==> src/design/sus_pkg.sv <==
`timescale 1ns / 1ps
// ----------------------------------------------------------------------------
// sus_pkg: shared codes for the sorted unique key set
// Command and status codes and the field and word widths of both streams.
// ----------------------------------------------------------------------------
package sus_pkg;

  typedef enum logic [2:0] {
    CMD_INSERT = 3'd0,
    CMD_ERASE  = 3'd1,
    CMD_FIND   = 3'd2,
    CMD_READ   = 3'd3,
    CMD_CLEAR  = 3'd4
  } cmd_t;

  typedef enum logic [2:0] {
    ST_OK     = 3'd0,
    ST_FULL   = 3'd1,
    ST_DUP    = 3'd2,
    ST_ABSENT = 3'd3,
    ST_RANGE  = 3'd4
  } status_t;

  localparam int CmdW    = 3;
  localparam int KeyW    = 32;
  localparam int PosW    = 4;
  localparam int CountW  = 5;
  localparam int StatusW = 3;
  localparam int CapW    = 5;

  localparam int InW  = 40;
  localparam int OutW = 48;

  localparam logic [CapW-1:0] CapReset = 5'd16;

endpackage

==> src/design/sorted_unique_key_set_top.sv <==
`timescale 1ns / 1ps
// ----------------------------------------------------------------------------
// sorted_unique_key_set_top: bounded set of unique keys in ascending order
// Keys are ordered by their byte-reversed value. A sequencer scans and shifts
// the entries of one synchronous key memory to insert, erase, find and read.
// ----------------------------------------------------------------------------
//  channel   dir  handshake                 payload
//  s_axis    in   s_axis_tvalid/tready      cmd, key, position
//  m_axis    out  m_axis_tvalid/tready      present, read_value, entry_count, status
//  cfg       in   cfg_wr_en                 capacity_limit
//
//  One command at a time. The scan compares entries from the lowest up until one
//  matches or passes the key or the count is reached. A successful insert or erase
//  then shifts the entries past the slot, a read fetches one entry, then the result posts.
//  The scan and the shift walk the key memory one entry per cycle.
//  Reset clears the count at once; entries at or above the count are never used.
//  A result that waits on m_axis_tready holds the next command at the post step.
// ----------------------------------------------------------------------------
module sorted_unique_key_set_top #(
  parameter int DEPTH     = 16,
  parameter int KEY_BYTES = 4
) (
  input  logic                      clk,
  input  logic                      rst,
  input  logic                      s_axis_tvalid,
  output logic                      s_axis_tready,
  // [2:0] cmd, [34:3] key, [38:35] position, [39] zero
  input  logic [sus_pkg::InW-1:0]   s_axis_tdata,
  output logic                      m_axis_tvalid,
  input  logic                      m_axis_tready,
  // [0] present, [32:1] read_value, [37:33] entry_count, [40:38] status,
  // [47:41] zero
  output logic [sus_pkg::OutW-1:0]  m_axis_tdata,
  input  logic                      cfg_wr_en,
  input  logic [sus_pkg::CapW-1:0]  cfg_wr_data
);
  import sus_pkg::*;

  localparam int KB = (KEY_BYTES < 4) ? KEY_BYTES : 4;
  localparam int KW = 8 * KB;
  localparam int AW = $clog2(DEPTH);
  localparam int CW = $clog2(DEPTH + 1);

  typedef enum logic [6:0] {
    S_IDLE     = 7'b0000001,
    S_SEARCH   = 7'b0000010,
    S_DISPATCH = 7'b0000100,
    S_SHIFT_UP = 7'b0001000,
    S_SHIFT_DN = 7'b0010000,
    S_READ     = 7'b0100000,
    S_DONE     = 7'b1000000
  } state_t;

  function automatic logic [KW-1:0] order_of(input logic [KW-1:0] v);
    logic [KW-1:0] r;
    r = '0;
    for (int b = 0; b < KB; b++) begin
      r[8*(KB-1-b) +: 8] = v[8*b +: 8];
    end
    return r;
  endfunction

  logic [KW-1:0] mem [DEPTH];
  logic [KW-1:0] rdata;
  logic          we;
  logic [AW-1:0] wa;
  logic [KW-1:0] wd;
  logic [AW-1:0] ra;

  state_t        state, state_next;
  logic [CapW-1:0] cap;
  logic [CW-1:0] count, count_next;
  logic [CW-1:0] ptr, ptr_next;
  logic [CW-1:0] slot, slot_next;
  logic          hit, hit_next;
  cmd_t          cmd, cmd_next;
  logic [KW-1:0] key, key_next;
  logic [PosW-1:0] pos, pos_next;
  logic [KW-1:0] value, value_next;
  status_t       status, status_next;

  logic            out_valid, out_valid_next;
  logic [OutW-1:0] out_word, out_word_next;

  logic full;
  logic in_range;

  assign full = (32'(count) >= 32'(cap)) || (32'(count) >= 32'(DEPTH));
  assign in_range = 32'(pos) < 32'(count);

  assign s_axis_tready = (state == S_IDLE);
  assign m_axis_tvalid = out_valid;
  assign m_axis_tdata  = out_word;

  always_ff @(posedge clk) begin
    if (we) begin
      mem[wa] <= wd;
    end
    rdata <= mem[ra];
  end

  always_comb begin
    state_next     = state;
    count_next     = count;
    ptr_next       = ptr;
    slot_next      = slot;
    hit_next       = hit;
    cmd_next       = cmd;
    key_next       = key;
    pos_next       = pos;
    value_next     = value;
    status_next    = status;
    out_valid_next = out_valid && !m_axis_tready;
    out_word_next  = out_word;
    we = 1'b0;
    wa = '0;
    wd = '0;
    ra = '0;

    case (state)
      S_IDLE: begin
        if (s_axis_tvalid) begin
          cmd_next    = cmd_t'(s_axis_tdata[CmdW-1:0]);
          key_next    = s_axis_tdata[CmdW +: KW];
          pos_next    = s_axis_tdata[CmdW+KeyW +: PosW];
          value_next  = '0;
          status_next = ST_OK;
          ptr_next    = '0;
          state_next  = S_SEARCH;
        end
      end
      S_SEARCH: begin
        // rdata holds the entry at ptr
        if (ptr == count) begin
          hit_next   = 1'b0;
          slot_next  = ptr;
          state_next = S_DISPATCH;
        end else if (order_of(rdata) == order_of(key)) begin
          hit_next   = 1'b1;
          slot_next  = ptr;
          state_next = S_DISPATCH;
        end else if (order_of(rdata) > order_of(key)) begin
          hit_next   = 1'b0;
          slot_next  = ptr;
          state_next = S_DISPATCH;
        end else begin
          ptr_next = ptr + CW'(1);
          ra       = AW'(ptr + CW'(1));
        end
      end
      S_DISPATCH: begin
        state_next = S_DONE;
        case (cmd)
          CMD_INSERT: begin
            if (full) begin
              status_next = ST_FULL;
            end else if (hit) begin
              status_next = ST_DUP;
            end else begin
              ptr_next   = count;
              ra         = AW'(count - CW'(1));
              state_next = S_SHIFT_UP;
            end
          end
          CMD_ERASE: begin
            if (!hit) begin
              status_next = ST_ABSENT;
            end else begin
              ptr_next   = slot;
              ra         = AW'(slot + CW'(1));
              state_next = S_SHIFT_DN;
            end
          end
          CMD_FIND: begin
            status_next = hit ? ST_OK : ST_ABSENT;
          end
          CMD_READ: begin
            ra         = AW'(pos);
            state_next = S_READ;
          end
          CMD_CLEAR: begin
            count_next = '0;
          end
          default: begin
          end
        endcase
      end
      S_SHIFT_UP: begin
        we = 1'b1;
        wa = AW'(ptr);
        if (ptr == slot) begin
          wd         = key;
          count_next = count + CW'(1);
          state_next = S_DONE;
        end else begin
          // rdata holds the entry below ptr; move it up one place
          wd       = rdata;
          ra       = AW'(ptr - CW'(2));
          ptr_next = ptr - CW'(1);
        end
      end
      S_SHIFT_DN: begin
        if (32'(ptr) + 32'd1 >= 32'(count)) begin
          count_next = count - CW'(1);
          state_next = S_DONE;
        end else begin
          we       = 1'b1;
          wa       = AW'(ptr);
          wd       = rdata;
          ra       = AW'(ptr + CW'(2));
          ptr_next = ptr + CW'(1);
        end
      end
      S_READ: begin
        if (in_range) begin
          value_next = rdata;
        end else begin
          status_next = ST_RANGE;
        end
        state_next = S_DONE;
      end
      S_DONE: begin
        // hold until the output register is free
        if (!out_valid || m_axis_tready) begin
          out_valid_next = 1'b1;
          out_word_next  = {7'd0, status, CountW'(count), KeyW'(value), hit};
          state_next     = S_IDLE;
        end
      end
      default: begin
        state_next = S_IDLE;
      end
    endcase
  end

  always_ff @(posedge clk) begin
    if (rst) begin
      state     <= S_IDLE;
      count     <= '0;
      cap       <= CapReset;
      out_valid <= 1'b0;
    end else begin
      state     <= state_next;
      count     <= count_next;
      out_valid <= out_valid_next;
      if (cfg_wr_en) begin
        cap <= cfg_wr_data;
      end
    end
  end

  always_ff @(posedge clk) begin
    ptr      <= ptr_next;
    slot     <= slot_next;
    hit      <= hit_next;
    cmd      <= cmd_next;
    key      <= key_next;
    pos      <= pos_next;
    value    <= value_next;
    status   <= status_next;
    out_word <= out_word_next;
  end

`ifndef NO_ASSERTIONS
  a_count_bound: assert property (@(posedge clk) disable iff (rst)
    32'(count) <= 32'(DEPTH))
    else $error("key count exceeds storage depth");

  a_accept_leaves_idle: assert property (@(posedge clk) disable iff (rst)
    (s_axis_tvalid && s_axis_tready) |=> (state != S_IDLE))
    else $error("sequencer stayed idle after accepting a word");

  a_insert_grows: assert property (@(posedge clk) disable iff (rst)
    (state == S_SHIFT_UP && ptr == slot) |=> (count == $past(count) + CW'(1)))
    else $error("insert did not add one key");

  a_range_zero: assert property (@(posedge clk) disable iff (rst)
    (m_axis_tvalid && m_axis_tdata[40:38] == ST_RANGE) |-> (m_axis_tdata[32:1] == 32'd0))
    else $error("out of range read returned a nonzero value");

  a_result_stable_count: assert property (@(posedge clk) disable iff (rst)
    (state == S_DONE && out_valid && !m_axis_tready) |=> (state == S_DONE))
    else $error("result posted over a waiting word");
`endif

endmodule
==> config.mk <==
export PLATFORM = sky130hd
export DESIGN_NAME = sorted_unique_key_set_top
export DESIGN_NICKNAME = d
export VERILOG_FILES = /design/src/design/sus_pkg.sv /design/src/design/sorted_unique_key_set_top.sv
export SDC_FILE = /design/constraint.sdc
export NUM_CORES = 1
export LEC_CHECK = 0
export BUFFER_PORTS_ARGS = -buffer_cell sky130_fd_sc_hd__buf_2
export CAP_MARGIN = 40
export CORE_MARGIN = 2
export CORE_UTILIZATION = 60
export CTS_CLUSTER_DIAMETER = 50
export DETAILED_ROUTE_END_ITERATION = 10
export HOLD_SLACK_MARGIN = 0.08
export PLACE_DENSITY = 0.78
export SYNTH_ARGS = -nofsm -noshare
export SYNTH_HDL_FRONTEND = slang
export SYNTH_SLANG_ARGS = --single-unit
export TNS_END_PERCENT = 30
==> constraint.sdc <==
create_clock -name clk -period 11.9 [get_ports clk]
set_input_delay 1.19 -clock clk [delete_from_list [all_inputs] [get_ports clk]]
set_output_delay 1.19 -clock clk [all_outputs]
set_load 0.02 [all_outputs]
==> metrics.cfg <==
[synth]
synth_seq_area_share_pct=71.4
syn-cell-area_sq_mm=0.0282
synthFlopType=edfxtp_1
postSynthAreaPerCell_sq_um=13.6
synth_edf_count=638
syn_inst=2070
ys_types=76
synth-seq-cells=688
synthArstFlopShare_pct=0
synth_warnings=0

[place]
placed_cell_area_sq_mm=0.0293
dp_hpwl_um=38800
port_buffers=91
gp_congestion=0.878

[setup_path]
regToRegEndpoint=rdata[27]
start_kind=register
rr_startpoint=ptr[0]
path_max_fanout=67
cp.arrival_ns=6.64
slowest_delay_ns=0.86
critPathBufInv=3
end_kind=register
reg2reg_depth=15
cp_slowest_cell=edfxtp_1
critPathKind=reg -> reg
critPathTopFamily=buffers and inverters
cp_cell_sequence=ha_1 > xor2_1 > ha_1 > a21oi_1 > o21ai_0 > a311o_2 > nand2_2 > buf_12 > nand2_1 > o211ai_1 > buf_4 > buf_4 > mux2_2 > a22o_1 > nor3_1
crit_required_ns=12.42
rrSetupSlack_ns=5.78

[layout]
syn_to_final_growth_pct=12.2
final_area_sq_mm=0.0317
nets=2260
postLayoutCoreUtil_pct=68.1
antenna_cells=0
drive_above_1_share_pct=13.0

[sta]
setup_viol=0
rsz0062_at_grt=no
whs_ns=0.415
maxSlewHeadroom_pct=37.8
timing.final.crit_share_pct=51.4
finClkSkew_ns=0.0253
min_period_ns=6.12
tightestPinTransition_ns=0.933
hold_viol=0
finalSetupTns_ns=0
drv_slew=0
fmax_ghz=0.163

[drt]
ant_nets=0
avgViaCountPerCell=6.34
dr_wl_met2_um=32900
wire_per_inst_um=24.5
drt_pass1_iterations=6
drt_iter0_markers=2167
drc=0
wl_met3_um=7920
routed_wl_um=69100
topRoutingLayerUsed=met4
wl_met1_um=26000
num_vias=17900

[power_and_ir_drop]
power_leakage_nw=10.4
pwr_density_cell_mw_per_mm2=160
ir_drop_uv=228
p_total_mw=5.06

[global_route]
antenna_found_initial=0
grt_max_degree=112
grt_overflow_total=0
grt_usage_pct=28.3
grt_pass1_vias=17500
grt_pass1_wl_um=104000

[clock_network]
worst_setup_hold_path_clk_slew_ns=0.06
cts_root_buf=clkbuf_16
cts_made_buffers=70
cts_num_sinks=688
ctsHoldBuffers=0
insertion_delay_ns=0.62
clockBufferDepth=3
htreeDepth=3
post-cts-setup-buffers=0
cts_tree=yes
ctsResizeCount=0

[worst_hold_path]
hold-path-cell-count=0
hold_path.class=reg -> reg
min_to=m_axis_tdata[25]
hold_start=value[24]

[floorplanning]
die_area_sq_mm=0.0488
die_h_um=221
core-area_sq_mm=0.0465
die_w_um=221
start_util_pct=60.7
ios=100
std_cell_rows=79

[run]
max_cap_violations=0

[outcome]
outcome=complete, no violations

[metrics by stage]
step	worst slack [ns]	instances
after floorplan	7.00	2076
after global placement	5.46	2688
after detailed placement	5.84	2691
after CTS	5.85	2818
after global routing	5.47	2819
final	5.78	2819
[power by group]
group	leakage [nW]	internal, mW	switching [mW]
sequential	5.16	2.65	0.0364
combinational	4.15	0.0698	0.129
clock	1.13	1.28	0.906
[worst max-delay path by stage]
stage | startpoint | endpoint | slack, ns | cells past startpoint
finish | ptr[0] | rdata[27] | 5.78 | 15
global route | ptr[0] | rdata[27] | 5.47 | 15
CTS | ptr[0] | rdata[27] | 5.85 | 15
detailed placement | ptr[0] | rdata[27] | 5.84 | 15
global placement | ptr[0] | rdata[27] | 5.46 | 13
floorplan | ptr[1] | mem[8][0] | 7.00 | 9
[layer usage]
layer	GRT usage, %	vias up
met5	0	-
met4	10.4	0
met3	6.12	170
met2	45.1	1181
met1	38.7	8707
li1	-	7827
[flip-flops by register name (all words and copies together), names as in the netlist]
register and flops:
state 7, pos 4, hit 1, cmd 3, cap 5, m_axis_tvalid 1
m_axis_tdata 41, rdata 32, count 5, key 32, slot 5, mem 512
value 32, ptr 5, status 3
[cell type report]
| type | instances | area (sq um) |
|---|---|---|
| Multi-Input combinational cell | 1213 | 7420 |
| Tap cell | 607 | 759 |
| Clock buffer | 97 | 1970 |
| Clock inverter | 30 | 350 |
| Inverter | 54 | 203 |
| Fill cell | 2995 | 14800 |
| Timing Repair Buffer | 130 | 796 |
| Sequential cell | 688 | 20200 |
[cell usage in the layout, fill, tap and decap left out, types with 11 or more instances in the layout]
cell | synthesis | layout
edfxtp_1 | 638 | 638
nand2_1 | 399 | 398
nand3_1 | 215 | 215
mux2i_1 | 109 | 109
buf_2 | 43 | 91
a21oi_1 | 85 | 85
clkbuf_16 | 0 | 72
inv_1 | 54 | 53
ha_1 | 53 | 53
dfxtp_1 | 50 | 50
a22o_1 | 35 | 35
and2_1 | 35 | 34
buf_4 | 13 | 34
nor2_1 | 46 | 32
a32oi_1 | 29 | 29
clkbuf_1 | 51 | 18
nor3_1 | 20 | 15
xnor2_1 | 14 | 14
a31oi_1 | 12 | 12
nor2_4 | 0 | 12
o21ai_1 | 11 | 11
[synth_stat cells (6+ instances only)]
cell      number  area share, %
buf_2         43           0.76
nor2_1        46           0.61
o22ai_1        6           0.13
a21o_1         6           0.16
xor2_1         6           0.19
a31oi_1       12           0.27
clkbuf_1      51           0.68
nor4_1         6           0.13
nand2_1      399            5.3
mux2i_1      109            3.9
a21oi_1       85            1.5
ha_1          53            2.4
xnor2_1       14           0.43
mux2_2         6           0.24
nor2b_1        6           0.13
a22o_1        35            1.1
nor3_1        20           0.35
nand3_1      215            3.8
edfxtp_1     638             68
o21ai_0        8           0.14
dfxtp_1       50            3.5
inv_1         54           0.72
nand4_1        8           0.18
and2_1        35           0.78
buf_4         13           0.35
a221oi_1       6           0.19
o21ai_1       11           0.20
a211oi_1       7           0.19
a32oi_1       29           0.90
buf_1          8           0.11
[logic make-up after synthesis]
kind of cell    share of synthesized area, %
simple gates                            12.4
flops                                   71.4
compound gates                          6.08
buf+inv                                 2.88
mux                                     4.11
fa+ha+maj                               2.35
xor+xnor                               0.678
other cells                           0.0133
Note: power is estimated with default switching activity, not from simulation.
